File: config.mk
export PLATFORM = sky130hd
export DESIGN_NAME = serial_frame_receiver
export DESIGN_NICKNAME = d
export VERILOG_FILES = /design/src/hw/rtl/sfr_pkg.sv /design/src/hw/rtl/sfr_engine.sv /design/src/hw/rtl/serial_frame_receiver.sv
export VERILOG_INCLUDE_DIRS = /design/src /design/src/hw/rtl
export SDC_FILE = /design/constraint.sdc
export NUM_CORES = 1
export LEC_CHECK = 0
export BUFFER_PORTS_ARGS = -buffer_cell sky130_fd_sc_hd__buf_2
export CAP_MARGIN = 5
export CORE_AREA = 8 8 101 103
export CTS_BUF_LIST = sky130_fd_sc_hd__clkbuf_8
export CTS_CLUSTER_SIZE = 12
export DETAILED_ROUTE_END_ITERATION = 7
export DIE_AREA = 0 0 109 111
export PLACE_DENSITY = 0.8
export SYNTH_ARGS = -nofsm -noshare
export SYNTH_HDL_FRONTEND = slang
export SYNTH_HIERARCHICAL = 1
export SYNTH_SLANG_ARGS = --single-unit
File: constraint.sdc
create_clock -name clk -period 4.84 [get_ports clk]
set_clock_uncertainty 0.2 [all_clocks]
set_input_delay 0 -clock clk [delete_from_list [all_inputs] [get_ports clk]]
set_output_delay 0 -clock clk [all_outputs]
set_load 0.01 [all_outputs]
File: src/hw/rtl/serial_frame_receiver_assert.svh
// ----------------------------------------------------------------------------
// Serial frame receiver assertion macros
// Shared concurrent assertion forms used at the end of the top level.
// ----------------------------------------------------------------------------
`ifndef SERIAL_FRAME_RECEIVER_ASSERT_SVH
`define SERIAL_FRAME_RECEIVER_ASSERT_SVH

// Same-cycle implication, disabled while reset is asserted.
`define SFR_ASSERT_NOW(label, clk, rst_n, ante, cons, msg) \
    label: assert property (@(posedge clk) disable iff (!rst_n) (ante) |-> (cons)) \
        else $error(msg);

// Next-cycle implication, disabled while reset is asserted.
`define SFR_ASSERT_NEXT(label, clk, rst_n, ante, cons, msg) \
    label: assert property (@(posedge clk) disable iff (!rst_n) (ante) |=> (cons)) \
        else $error(msg);

`endif

File: src/hw/rtl/sfr_pkg.sv
// ----------------------------------------------------------------------------
// Serial frame receiver package
// Request types, status codes and frame format constants.
// ----------------------------------------------------------------------------
`default_nettype none

package sfr_pkg;

    // Frame format.
    localparam int unsigned HEADER_BYTES = 5;
    localparam logic [7:0] SCRAMBLE_MARK = 8'h7A;
    localparam logic [7:0] ADDR_NIBBLE_MASK = 8'hF0;
    localparam logic [3:0] ADDR_NIBBLE_MAX = 4'd7;
    localparam logic [7:0] CMD_FIRST = 8'hA0;
    localparam logic [7:0] CMD_LAST = 8'hA4;
    localparam logic [7:0] POS_SCRAMBLE = 8'd2;
    localparam logic [7:0] POS_COMMAND = 8'd3;

    // Register reset values.
    localparam logic [7:0] MAX_PAYLOAD_RESET = 8'd59;
    localparam logic [7:0] IDLE_TICK_LIMIT_RESET = 8'd4;

    // Register indexes.
    localparam logic [0:0] REG_MAX_PAYLOAD = 1'd0;
    localparam logic [0:0] REG_IDLE_TICK_LIMIT = 1'd1;

    // Request kinds.
    localparam logic KIND_BYTE = 1'b0;
    localparam logic KIND_TICK = 1'b1;

    // Frame status codes.
    localparam logic [2:0] ST_OK = 3'd0;
    localparam logic [2:0] ST_SUM = 3'd1;
    localparam logic [2:0] ST_SCR = 3'd2;
    localparam logic [2:0] ST_CMD = 3'd3;
    localparam logic [2:0] ST_TIMEOUT = 3'd4;

    // Input request.
    typedef struct packed {
        logic       cmd;
        logic [7:0] rx_byte;
    } in_item_t;

    // Result request.
    typedef struct packed {
        logic [7:0] frame_byte;
        logic [7:0] byte_position;
        logic       frame_end;
        logic [2:0] frame_status;
    } out_item_t;

    // Engine outputs for one processed request.
    typedef struct packed {
        logic      emit;
        logic      idle;
        out_item_t item;
    } step_result_t;

endpackage

`default_nettype wire

File: src/hw/rtl/sfr_engine.sv
// ----------------------------------------------------------------------------
// Serial frame receiver engine
// Frame state registers and the single-pass update for one request.
// ----------------------------------------------------------------------------
`default_nettype none

module sfr_engine (
    input  wire logic                  clk,
    input  wire logic                  rst_n,
    input  wire logic                  step,
    input  wire sfr_pkg::in_item_t     item,
    input  wire logic [7:0]            max_payload,
    input  wire logic [7:0]            idle_tick_limit,
    output sfr_pkg::step_result_t      result
);

    typedef enum logic [1:0] {
        PH_IDLE = 2'd0,
        PH_LEN  = 2'd1,
        PH_BODY = 2'd2
    } phase_t;

    phase_t     phase_reg, phase_next;
    logic [7:0] byte_count_reg, byte_count_next;
    logic [7:0] frame_length_reg, frame_length_next;
    logic [7:0] running_sum_reg, running_sum_next;
    logic [7:0] idle_ticks_reg, idle_ticks_next;
    logic       scramble_ok_reg, scramble_ok_next;
    logic [7:0] command_byte_reg, command_byte_next;

    logic [8:0] tick_sum;
    logic [8:0] len_total;
    logic [8:0] last_pos;
    logic       scr_eff;
    logic [7:0] cmd_eff;
    logic [3:0] nibble;
    logic [7:0] b;

    assign b         = item.rx_byte;
    assign tick_sum  = {1'b0, idle_ticks_reg} + 9'd1;
    assign len_total = {1'b0, b} + 9'(sfr_pkg::HEADER_BYTES);
    assign last_pos  = {1'b0, frame_length_reg} + 9'(sfr_pkg::HEADER_BYTES - 1);
    assign nibble    = 4'((b & sfr_pkg::ADDR_NIBBLE_MASK) >> 4);
    assign scr_eff   = (byte_count_reg == sfr_pkg::POS_SCRAMBLE) ?
                       (b == sfr_pkg::SCRAMBLE_MARK) : scramble_ok_reg;
    assign cmd_eff   = (byte_count_reg == sfr_pkg::POS_COMMAND) ? b : command_byte_reg;

    // Next state and result for the request in the input register.
    always_comb
    begin
        phase_next        = phase_reg;
        byte_count_next   = byte_count_reg;
        frame_length_next = frame_length_reg;
        running_sum_next  = running_sum_reg;
        idle_ticks_next   = idle_ticks_reg;
        scramble_ok_next  = scramble_ok_reg;
        command_byte_next = command_byte_reg;
        result            = '0;
        result.idle       = (phase_reg != PH_LEN) && (phase_reg != PH_BODY);

        if (item.cmd == sfr_pkg::KIND_TICK)
        begin
            // Ticks only count while a frame is open.
            if (phase_reg == PH_LEN || phase_reg == PH_BODY)
            begin
                if (tick_sum > {1'b0, idle_tick_limit})
                begin
                    result.emit                    = 1'b1;
                    result.item.frame_byte         = 8'd0;
                    result.item.byte_position      = byte_count_reg;
                    result.item.frame_end          = 1'b1;
                    result.item.frame_status       = sfr_pkg::ST_TIMEOUT;
                    phase_next        = PH_IDLE;
                    byte_count_next   = 8'd0;
                    frame_length_next = 8'd0;
                    running_sum_next  = 8'd0;
                    idle_ticks_next   = 8'd0;
                    scramble_ok_next  = 1'b0;
                    command_byte_next = 8'd0;
                end
                else
                begin
                    idle_ticks_next = tick_sum[7:0];
                end
            end
        end
        else
        begin
            unique case (phase_reg)
                PH_LEN:
                begin
                    if (b > max_payload || len_total > 9'd256)
                    begin
                        // Oversized length: drop the frame silently.
                        phase_next        = PH_IDLE;
                        byte_count_next   = 8'd0;
                        frame_length_next = 8'd0;
                        running_sum_next  = 8'd0;
                        idle_ticks_next   = 8'd0;
                        scramble_ok_next  = 1'b0;
                        command_byte_next = 8'd0;
                    end
                    else
                    begin
                        frame_length_next = b;
                        running_sum_next  = running_sum_reg + b;
                        byte_count_next   = 8'd2;
                        idle_ticks_next   = 8'd0;
                        phase_next        = PH_BODY;
                        result.emit               = 1'b1;
                        result.item.frame_byte    = b;
                        result.item.byte_position = 8'd1;
                        result.item.frame_status  = sfr_pkg::ST_OK;
                    end
                end
                PH_BODY:
                begin
                    result.emit               = 1'b1;
                    result.item.frame_byte    = b;
                    result.item.byte_position = byte_count_reg;
                    scramble_ok_next          = scr_eff;
                    command_byte_next         = cmd_eff;
                    if ({1'b0, byte_count_reg} >= last_pos)
                    begin
                        // Checksum byte: verdict in priority order.
                        result.item.frame_end = 1'b1;
                        if (running_sum_reg != b)
                            result.item.frame_status = sfr_pkg::ST_SUM;
                        else if (!scr_eff)
                            result.item.frame_status = sfr_pkg::ST_SCR;
                        else if (cmd_eff < sfr_pkg::CMD_FIRST || cmd_eff > sfr_pkg::CMD_LAST)
                            result.item.frame_status = sfr_pkg::ST_CMD;
                        else
                            result.item.frame_status = sfr_pkg::ST_OK;
                        phase_next        = PH_IDLE;
                        byte_count_next   = 8'd0;
                        frame_length_next = 8'd0;
                        running_sum_next  = 8'd0;
                        idle_ticks_next   = 8'd0;
                        scramble_ok_next  = 1'b0;
                        command_byte_next = 8'd0;
                    end
                    else
                    begin
                        running_sum_next = running_sum_reg + b;
                        byte_count_next  = byte_count_reg + 8'd1;
                        idle_ticks_next  = 8'd0;
                    end
                end
                default:
                begin
                    // Idle, and the unused phase code: look for an address.
                    phase_next        = PH_IDLE;
                    byte_count_next   = 8'd0;
                    frame_length_next = 8'd0;
                    running_sum_next  = 8'd0;
                    idle_ticks_next   = 8'd0;
                    scramble_ok_next  = 1'b0;
                    command_byte_next = 8'd0;
                    if (nibble != 4'd0 && nibble <= sfr_pkg::ADDR_NIBBLE_MAX)
                    begin
                        running_sum_next          = b;
                        byte_count_next           = 8'd1;
                        phase_next                = PH_LEN;
                        result.emit               = 1'b1;
                        result.item.frame_byte    = b;
                        result.item.byte_position = 8'd0;
                        result.item.frame_status  = sfr_pkg::ST_OK;
                    end
                end
            endcase
        end
    end

    // Frame state, updated once per processed request.
    always_ff @(posedge clk or negedge rst_n)
    begin
        if (!rst_n)
        begin
            phase_reg        <= PH_IDLE;
            byte_count_reg   <= 8'd0;
            frame_length_reg <= 8'd0;
            running_sum_reg  <= 8'd0;
            idle_ticks_reg   <= 8'd0;
            scramble_ok_reg  <= 1'b0;
            command_byte_reg <= 8'd0;
        end
        else if (step)
        begin
            phase_reg        <= phase_next;
            byte_count_reg   <= byte_count_next;
            frame_length_reg <= frame_length_next;
            running_sum_reg  <= running_sum_next;
            idle_ticks_reg   <= idle_ticks_next;
            scramble_ok_reg  <= scramble_ok_next;
            command_byte_reg <= command_byte_next;
        end
    end

endmodule

`default_nettype wire

File: src/hw/rtl/serial_frame_receiver.sv
// ----------------------------------------------------------------------------
// Serial frame receiver
// Length-prefixed frame receiver with an 8-bit additive checksum.
// ----------------------------------------------------------------------------
// Usage:
// The input channel (in_valid, in_ready, in_item) carries one request per
// received UART byte (cmd 0) or timer tick (cmd 1). The output channel
// (out_valid, out_ready, out_item) carries at most one result per request:
// each accepted frame byte with its position, and a verdict on the last byte
// or on a timeout abort. Requests that are filtered out give no result.
// A request sits in the input register while the frame state update computes
// its result, and the output register takes that result once the output slot
// is free. Throughput is one request per cycle while the output is not
// stalled; the frame state update is a single pass per request. When
// out_ready is low with a result waiting, one more request is held in the
// input register and in_ready then drops.
// Reset clears the frame state, empties both registers and loads
// max_payload with 59 and idle_tick_limit with 4. The cfg_we port writes
// these registers; use it only while the block is idle; it is not enforced.
// ----------------------------------------------------------------------------
`default_nettype none

module serial_frame_receiver (
    input  wire logic                clk,
    input  wire logic                rst_n,
    input  wire logic                in_valid,
    output logic                     in_ready,
    input  wire sfr_pkg::in_item_t   in_item,
    output logic                     out_valid,
    input  wire logic                out_ready,
    output sfr_pkg::out_item_t       out_item,
    input  wire logic                cfg_we,
    input  wire logic [0:0]          cfg_index,
    input  wire logic [7:0]          cfg_data
);

    logic                  in_valid_reg;
    sfr_pkg::in_item_t     in_item_reg;
    logic                  out_valid_reg, out_valid_next;
    sfr_pkg::out_item_t    out_item_reg;
    logic [7:0]            max_payload_reg;
    logic [7:0]            idle_tick_limit_reg;
    logic                  step;
    sfr_pkg::step_result_t result;

    // The held request is processed when the output slot is free.
    assign step     = in_valid_reg && (!out_valid_reg || out_ready);
    assign in_ready = !in_valid_reg || step;

    sfr_engine u_engine (
        .clk             (clk),
        .rst_n           (rst_n),
        .step            (step),
        .item            (in_item_reg),
        .max_payload     (max_payload_reg),
        .idle_tick_limit (idle_tick_limit_reg),
        .result          (result)
    );

    // Input register.
    always_ff @(posedge clk or negedge rst_n)
    begin
        if (!rst_n)
            in_valid_reg <= 1'b0;
        else if (in_ready)
            in_valid_reg <= in_valid;
    end

    always_ff @(posedge clk)
    begin
        if (in_valid && in_ready)
            in_item_reg <= in_item;
    end

    // Output register.
    always_comb
    begin
        if (step && result.emit)
            out_valid_next = 1'b1;
        else if (out_ready)
            out_valid_next = 1'b0;
        else
            out_valid_next = out_valid_reg;
    end

    always_ff @(posedge clk or negedge rst_n)
    begin
        if (!rst_n)
            out_valid_reg <= 1'b0;
        else
            out_valid_reg <= out_valid_next;
    end

    always_ff @(posedge clk)
    begin
        if (step && result.emit)
            out_item_reg <= result.item;
    end

    assign out_valid = out_valid_reg;
    assign out_item  = out_item_reg;

    // Configuration registers.
    always_ff @(posedge clk or negedge rst_n)
    begin
        if (!rst_n)
        begin
            max_payload_reg     <= sfr_pkg::MAX_PAYLOAD_RESET;
            idle_tick_limit_reg <= sfr_pkg::IDLE_TICK_LIMIT_RESET;
        end
        else if (cfg_we)
        begin
            unique case (cfg_index)
                sfr_pkg::REG_MAX_PAYLOAD:     max_payload_reg     <= cfg_data;
                sfr_pkg::REG_IDLE_TICK_LIMIT: idle_tick_limit_reg <= cfg_data;
                default: ;
            endcase
        end
    end

    // Checks.
`include "serial_frame_receiver_assert.svh"

    `SFR_ASSERT_NOW(a_stall_only_on_full_output, clk, rst_n,
        in_valid_reg && !step, out_valid_reg && !out_ready,
        "input register held while the output slot was free")

    `SFR_ASSERT_NOW(a_timeout_result_shape, clk, rst_n,
        out_valid && out_item.frame_status == sfr_pkg::ST_TIMEOUT,
        out_item.frame_end && out_item.frame_byte == 8'd0,
        "timeout result without frame end or with a nonzero byte")

    `SFR_ASSERT_NOW(a_status_only_at_end, clk, rst_n,
        out_valid && !out_item.frame_end, out_item.frame_status == sfr_pkg::ST_OK,
        "error status reported before the end of a frame")

    `SFR_ASSERT_NEXT(a_idle_after_end, clk, rst_n,
        step && result.emit && result.item.frame_end, result.idle,
        "frame state not cleared after a frame end")

endmodule

`default_nettype wire

==> parameters.txt, run 1 <==
Parameter                              Value

Yosys
  Synthesized-area fraction occupied by xor and xnor cells ... 0.0255
  Cell type contributing the most total cell area after synthesis ... sky130_fd_sc_hd__dfrtp_1
  Synth unique cells ... 71
  Most used flip-flop cell after synthesis ... sky130_fd_sc_hd__dfrtp_1
  Most frequent cell after synthesis ... sky130_fd_sc_hd__dfrtp_1
  Synth area leaders ... sky130_fd_sc_hd__dfrtp_1 (27%), sky130_fd_sc_hd__edfxtp_1 (17%), sky130_fd_sc_hd__ha_1 (9.0%)
  Ranking of synthesized cells by instance count ... sky130_fd_sc_hd__dfrtp_1 (55), sky130_fd_sc_hd__nand2_1 (43), sky130_fd_sc_hd__ha_1 (37)
  Total standard cell area after synthesis ... 0.00515 sq mm
  Share of synthesized cell area in full adder, half adder and majority cells ... 0.0937
  Number of instances in the synthesized netlist ... 466
  Yosys synthesis warning count ... 6
  Synthesized area per cell ... 11.1 sq um
  Largest family of logic cells by synthesized area ... compound AO/OA/AOI/OAI gates
  Flip-flop and latch count after synthesis ... 90
  Post-synthesis simple-gate area fraction ... 0.161
  Share of synthesized area occupied by flip-flops and latches ... 0.467
  Post-synth net total ... 527
  Mux cell area share after synthesis ... 0.0512
  Async SR Flop Fraction ... 0.678
  Synth Area in Compound Gates ... 0.166
  Number of flops mapped to enable cells by yosys ... 29
  Top-area cell type share of the netlist area ... 0.267

Die
  # IOs ... 45
  Die Footprint ... 0.0121 sq mm
  Total core area ... 0.00855 sq mm
  Initial cell density of the core ... 0.603
  FP Rows ... 34
  Width of the chip ... 109 um
  Vertical die dimension ... 111 um

Pwr
  Max VDD drop ... 218 uV
  Overall power after layout ... 2.04 mW
  Static leakage power ... 2.63 nW
  Power density normalized to cell area ... 344 mW/mm^2

STA
  Final setup TNS ... 0 ns
  Unrepaired setup endpoints after global routing ... false
  Hold violation total from the final report ... 0
  Setup violation total in the final timing report ... 0
  Slew margin rel. ... 0.452
  Crit share post-route ... 0.795
  Worst hold slack ... 0.137 ns
  Count of pins over their slew limit ... 0
  Fin crit period ... 3.85 ns
  Achievable Freq ... 0.260 GHz
  Slew at the pin closest to its max-slew limit ... 0.820 ns

Worst setup path
  Critical Path Sink Type ... flip-flop
  Setup slack of the most critical reg-to-reg path ... 0.99 ns
  CP max stage delay ... 0.44 ns
  RR Startpoint ... u_engine/idle_ticks_reg[0]
  CP Data Arrival Time ... 3.70 ns
  Classification of the worst setup path ... reg -> reg
  RR Endpoint ... out_item[7]
  Critical path required time ... 4.69 ns
  Most common cell on crit path ... sky130_fd_sc_hd__ha_1
  Maximum fanout along the worst path ... 20
  Path depth of the worst reg2reg path ... 14
  Highest-delay cell along the critical path ... sky130_fd_sc_hd__dfrtp_1
  Cells along the critical path ... ha_1 -> and3_2 -> nand3_2 -> and2_1 -> or2_2 -> ha_1 -> nand4_1 -> a21o_1 -> a31oi_2 -> o21ai_1 -> nand2b_1 -> nand2_1 -> nor2b_2 -> buf_4
  Crit path launch type ... flip-flop

Cells and area
  Multi-input logic area ... 0.00257 sq mm
  Max FFs per register ... 20
  Share of post-route cells with drive strength above 1 ... 0.217
  Final core occ ... 0.694
  Diodes inserted ... 0
  Total area of sequential cells ... 0.00240 sq mm
  Fillers ... 631
  Post-layout net count ... 599
  Post-route cell area ... 0.00593 sq mm
  Area grow syn2layout ... 15.0%

Global routing
  Wire length of the first global-routing pass ... 20,200 um
  Global-route congestion overflow total ... 0
  Via count of the first global-routing pass ... 4,128
  Antenna violations before repair ... 0
  Overall routing resource usage ... 0.206
  Largest net degree at the start of global routing ... 62

Place
  Dpl cell area ... 0.00547 sq mm
  Count of input and output buffers ... 44
  Final HPWL from detailed placement ... 8130 um
  Last weighted congestion value of the routability-driven placer ... 0.867

Drt
  DR vias ... 3,942
  Via density per instance ... 6.06
  Post-detailed-route wirelength per cell ... 18.1 um
  First-pass DRT Iterations ... 5
  DRC marker count from the first detailed-route iteration ... 232
  Overall routed net length ... 11,800 um
  Final routed DRC violation total ... 0
  Remaining number of nets flagged by the antenna check after routing ... 0

Clock network
  Buffer count from post-CTS setup fixing ... 0
  Buffers from clock root to sink, at most ... 2
  CTS H-Tree Depth ... 3
  Clk Latency, worst-skew pair ... 0.36 ns
  Total clock sinks ... 90
  Clock slew at the register clock pins of the worst setup and hold paths ... 0.10 ns
  Number of buffers created by CTS ... 9
  CTS Root Buffer Type ... sky130_fd_sc_hd__clkbuf_8
  CTS tree ... built

Run status
  Outcome ... completed

Hold path
  Classification of the worst-slack hold path ... in -> async

Run
  Count of maximum capacitance violations ... 0
how the worst max path moves through the flow:
stage,endpoint,cells past startpoint,start,slack (ns)
finish,out_item[7],14,u_engine/idle_ticks_reg[0],0.99
global route,out_item[6],14,u_engine/idle_ticks_reg[0],0.80
CTS,out_item[10],14,u_engine/idle_ticks_reg[0],0.99
detailed placement,out_item[3],14,u_engine/idle_ticks_reg[0],1.02
global placement,out_item[10],14,u_engine/idle_ticks_reg[0],1.22
floorplan,out_item[0],13,u_engine/idle_ticks_reg[0],0.80
power breakdown:
| group | leakage [nW] | switching (mW) | total (mW) | internal (mW) |
|---|---|---|---|---|
| combinational | 1.45 | 0.311 | 0.559 | 0.248 |
| sequential | 1.07 | 0.0773 | 0.956 | 0.878 |
| clock | 0.107 | 0.283 | 0.528 | 0.244 |
| total | 2.63 | 0.672 | 2.04 | 1.37 |
cells in the final DEF (no fill, tap or decap), types with 3 or more instances in the layout:
master                          count
sky130_fd_sc_hd__a2111oi_0          3
sky130_fd_sc_hd__a21o_1             6
sky130_fd_sc_hd__a21oi_1           15
sky130_fd_sc_hd__a22o_1            13
sky130_fd_sc_hd__and2_1            16
sky130_fd_sc_hd__and3_1             5
sky130_fd_sc_hd__buf_2             44
sky130_fd_sc_hd__clkbuf_8           9
sky130_fd_sc_hd__clkinv_4           4
sky130_fd_sc_hd__dfrtp_1           55
sky130_fd_sc_hd__dfstp_2            6
sky130_fd_sc_hd__dlygate4sd3_1     26
sky130_fd_sc_hd__edfxtp_1          29
sky130_fd_sc_hd__ha_1              37
sky130_fd_sc_hd__inv_1             34
sky130_fd_sc_hd__mux2_2             9
sky130_fd_sc_hd__mux2_4             8
sky130_fd_sc_hd__nand2_1           43
sky130_fd_sc_hd__nand2b_1           8
sky130_fd_sc_hd__nand3_1           14
sky130_fd_sc_hd__nand3b_1           3
sky130_fd_sc_hd__nand4_1            9
sky130_fd_sc_hd__nor2_1            19
sky130_fd_sc_hd__nor2b_1            4
sky130_fd_sc_hd__nor3_1             5
sky130_fd_sc_hd__nor4_1             3
sky130_fd_sc_hd__o211ai_1           8
sky130_fd_sc_hd__o21ai_0           19
sky130_fd_sc_hd__o21ai_2            4
sky130_fd_sc_hd__o22ai_1            4
sky130_fd_sc_hd__o31ai_1            9
sky130_fd_sc_hd__or2_2              4
sky130_fd_sc_hd__xnor2_1            8
sky130_fd_sc_hd__xor2_1             7
repair_timing:
action | CTS | global route
hold buffers | 26 | 0
gates resized for setup | 0 | 0
endpoints found under the hold margin | 88 | 0
logic make-up after synthesis:
group           after synthesis
compound gates              109
xor+xnor                     15
fa+ha+maj                    38
buf+inv                      44
flops                        90
mux                          21
simple gates                149
layer usage:
metal | wire length, um | share of wire | vias up | global-route usage
li1 | - | - | 1858 | -
met1 | 5080 | 0.43 | 1913 | 0.258
met2 | 5650 | 0.48 | 150 | 0.340
met3 | 836 | 0.071 | 21 | 0.0506
met4 | 250 | 0.021 | 0 | 0.0603
met5 | 0 | 0 | - | 0
worst max-delay path: cells and delay by family, from the launching register on:
kind                     cells  cell delay, ns
AND/OR/NAND/NOR              8            1.32
AO/OA/AOI/OAI                3            0.77
adder cells (fa/ha/maj)      2            0.53
flip-flops                   1            0.44
buffers and inverters        1            0.27
final cells by class:
type / count / share of cell area
multi-input combinational: 332 / 0.433
sequential: 90 / 0.405
timing repair buffer: 72 / 0.0835
tap: 108 / 0.0228
clock buffer: 9 / 0.0209
inverter: 33 / 0.0209
clock inverter: 7 / 0.0135
metrics by stage:
stage,setup slack [ns],std cells
finish,0.994,651
global route,0.799,651
CTS,0.990,651
detailed placement,1.02,609
global placement,1.22,609
floorplan,0.801,466
No activity file was read; power rests on OpenSTA's default activity.
==> run 2, diff against run 1 <==
==> constraint.sdc (replaced) <==
create_clock -name clk -period 3.9 [get_ports clk]
set_clock_uncertainty 0.2 [all_clocks]
set_input_delay 0 -clock clk [delete_from_list [all_inputs] [get_ports clk]]
set_output_delay 0 -clock clk [all_outputs]
set_load 0.01 [all_outputs]
==> parameters.txt, run 2 (same netlist as run 1, synthesis figures left out) <==
Parameter                              Value

Worst setup path
  Cells along the critical path ... ha_1 -> and3_2 -> nand3_2 -> and2_1 -> or2_2 -> ha_1 -> nand4_1 -> a21o_1 -> a31oi_2 -> o21ai_1 -> nand2b_1 -> nand2_1 -> nor2b_2 -> buf_4
  Crit path launch type ... flip-flop
  Maximum fanout along the worst path ... 20 (unchanged)
  RR Endpoint ... out_item[0]
  Setup slack of the most critical reg-to-reg path ... 0.27 ns (-0.72 ns)
  Highest-delay cell along the critical path ... sky130_fd_sc_hd__dfrtp_1
  Most common cell on crit path ... sky130_fd_sc_hd__ha_1
  Classification of the worst setup path ... reg -> reg
  CP max stage delay ... 0.43 ns (about the same)
  RR Startpoint ... u_engine/idle_ticks_reg[0]
  Path depth of the worst reg2reg path ... 14 (unchanged)
  CP Data Arrival Time ... 3.48 ns (-0.22 ns)
  Critical path required time ... 3.76 ns (-0.93 ns)
  Critical Path Sink Type ... flip-flop

Pwr
  Max VDD drop ... 318 uV (+46%)
  Static leakage power ... 2.67 nW (+1.7%)
  Power density normalized to cell area ... 426 mW/mm^2 (+24%)
  Overall power after layout ... 2.56 mW (+26%)

Cells and area
  Share of post-route cells with drive strength above 1 ... 0.229 (+0.0115)
  Max FFs per register ... 20 (unchanged)
  Diodes inserted ... 0 (unchanged)
  Most frequent cells in the layout ... sky130_fd_sc_hd__dfrtp_1 (55), sky130_fd_sc_hd__buf_2 (44), sky130_fd_sc_hd__nand2_1 (43)
  Area grow syn2layout ... 16.7%
  Post-layout net count ... 611 (+2.0%)
  Fillers ... 608 (-3.6%)
  Most frequent standard cell in the layout excluding fill and tap cells ... sky130_fd_sc_hd__dfrtp_1

Clock network
  Quantity of hold-fixing buffers added after cts ... 30 (+15%)
  Buffer count from post-CTS setup fixing ... 0 (unchanged)
  CTS Root Buffer Type ... sky130_fd_sc_hd__clkbuf_8
  Number of buffers created by CTS ... 9 (unchanged)
  Clock slew at the register clock pins of the worst setup and hold paths ... 0.10 ns (about the same)
  CTS H-Tree Depth ... 3 (unchanged)
  Post-CTS resize count ... 0 (unchanged)
  Clk Latency, worst-skew pair ... 0.37 ns (about the same)
  Total clock sinks ... 90 (unchanged)
  CTS tree ... built
  Buffers from clock root to sink, at most ... 2 (unchanged)

Die
  Initial cell density of the core ... 0.603 (unchanged)
  Width of the chip ... 109 um (unchanged)
  Vertical die dimension ... 111 um (unchanged)
  Total core area ... 0.00855 sq mm (unchanged)
  Die Footprint ... 0.0121 sq mm (unchanged)
  FP Rows ... 34 (unchanged)
  # IOs ... 45 (unchanged)

STA
  Final setup TNS ... 0 ns (unchanged)
  Fin crit period ... 3.63 ns (-0.220 ns)
  Crit share post-route ... 0.930 (+0.135)
  Unrepaired setup endpoints after global routing ... false
  Slew at the pin closest to its max-slew limit ... 1.02 ns (+0.202 ns)
  Setup violation total in the final timing report ... 0 (unchanged)
  Slew margin rel. ... 0.316 (-0.135)
  Count of pins over their slew limit ... 0 (unchanged)
  Achievable Freq ... 0.276 GHz (+6.1%)
  Hold violation total from the final report ... 0 (unchanged)

Run status
  Outcome ... completed

Drt
  Remaining number of nets flagged by the antenna check after routing ... 0 (unchanged)
  Via density per instance ... 6.10 (+0.81%)
  Post-detailed-route wirelength per cell ... 19.0 um (+4.8%)
  DR vias ... 4,047 (+2.7%)
  First-pass DRT Iterations ... 6 (+1)
  Final routed DRC violation total ... 0 (unchanged)
  DRC marker count from the first detailed-route iteration ... 289 (+25%)
  Overall routed net length ... 12,600 um (+6.7%)

Global routing
  Global-route congestion overflow total ... 0 (unchanged)
  Via count of the first global-routing pass ... 4,226 (+2.4%)
  Overall routing resource usage ... 0.214 (+0.00785)
  Wire length of the first global-routing pass ... 20,600 um (+2.1%)
  Largest net degree at the start of global routing ... 40 (-35%)
  Antenna violations before repair ... 0 (unchanged)

Place
  Final HPWL from detailed placement ... 8830 um (+8.5%)
  Count of input and output buffers ... 44 (unchanged)
  Last weighted congestion value of the routability-driven placer ... 0.915 (+5.5%)

Hold path
  Classification of the worst-slack hold path ... in -> async

Run
  Count of maximum capacitance violations ... 0 (unchanged)
[run 2: changes by cell type in the layout (fill, tap and decap cells not counted)]
| cell | delta |
|---|---|
| sky130_fd_sc_hd__clkinvlp_4 | +1 |
| sky130_fd_sc_hd__inv_1 | -1 |
| sky130_fd_sc_hd__inv_6 | +1 |
| sky130_fd_sc_hd__inv_8 | +2 |
| sky130_fd_sc_hd__buf_4 | +8 |
| sky130_fd_sc_hd__bufinv_16 | -1 |
| sky130_fd_sc_hd__dlygate4sd3_1 | +4 |
| sky130_fd_sc_hd__clkinv_4 | -2 |
[run 2: power breakdown]
group          switching (mW)  total (mW)  internal (mW)
combinational           0.424       0.748          0.324
sequential             0.0894        1.18           1.09
clock                   0.388       0.637          0.250
[run 2: worst max-delay path by stage]
stage                                           from            to  cells after the start
after floorplan           u_engine/idle_ticks_reg[0]   out_item[0]                     13
after global placement    u_engine/idle_ticks_reg[0]  out_item[18]                     14
after detailed placement  u_engine/idle_ticks_reg[0]  out_item[17]                     14
after CTS                 u_engine/idle_ticks_reg[0]   out_item[5]                     14
after global routing      u_engine/idle_ticks_reg[0]   out_item[5]                     14
final                     u_engine/idle_ticks_reg[0]   out_item[0]                     14
[run 2: critical path: cells and delay by family, from the launching register on]
| kind | cells | cell delay (ns) |
|---|---|---|
| compound gates | 3 | 0.61 |
| buf+inv | 1 | 0.28 |
| fa+ha+maj | 2 | 0.52 |
| flops | 1 | 0.43 |
| simple gates | 8 | 1.29 |
[run 2: stage by stage]
| step | std cells | setup slack [ns] | utilization | cell area (sq um) | hold slack (ns) |
|---|---|---|---|---|---|
| finish | 663 | 0.274 | 0.704 | 6020 | 0.0575 |
| global route | 663 | 0.0874 | 0.704 | 6020 | 0.117 |
| CTS | 663 | 0.263 | 0.704 | 6020 | 0.0721 |
| detailed placement | 617 | 0.314 | 0.646 | 5530 | -0.194 |
| global placement | 617 | 0.523 | 0.646 | 5530 | -0.195 |
| floorplan | 466 | 0.222 | - | 5160 | -0.496 |
[run 2: final cells by class]
| cell class | instances | area (sq um) | area share |
|---|---|---|---|
| Multi-Input combinational cell | 332 | 2570 | 0.427 |
| Timing Repair Buffer | 84 | 596 | 0.0990 |
| Clock buffer | 9 | 124 | 0.0206 |
| Tap cell | 108 | 135 | 0.0225 |
| Inverter | 33 | 124 | 0.0206 |
| Sequential cell | 90 | 2400 | 0.400 |
| Clock inverter | 7 | 67.6 | 0.0112 |
[run 2: routing by layer]
metal / up-vias / routed length (um) / track usage
met5: - / 0 / 0
met4: 0 / 393 / 0.104
met3: 43 / 882 / 0.0424
met2: 212 / 6290 / 0.350
met1: 1916 / 5050 / 0.260
li1: 1876 / - / -
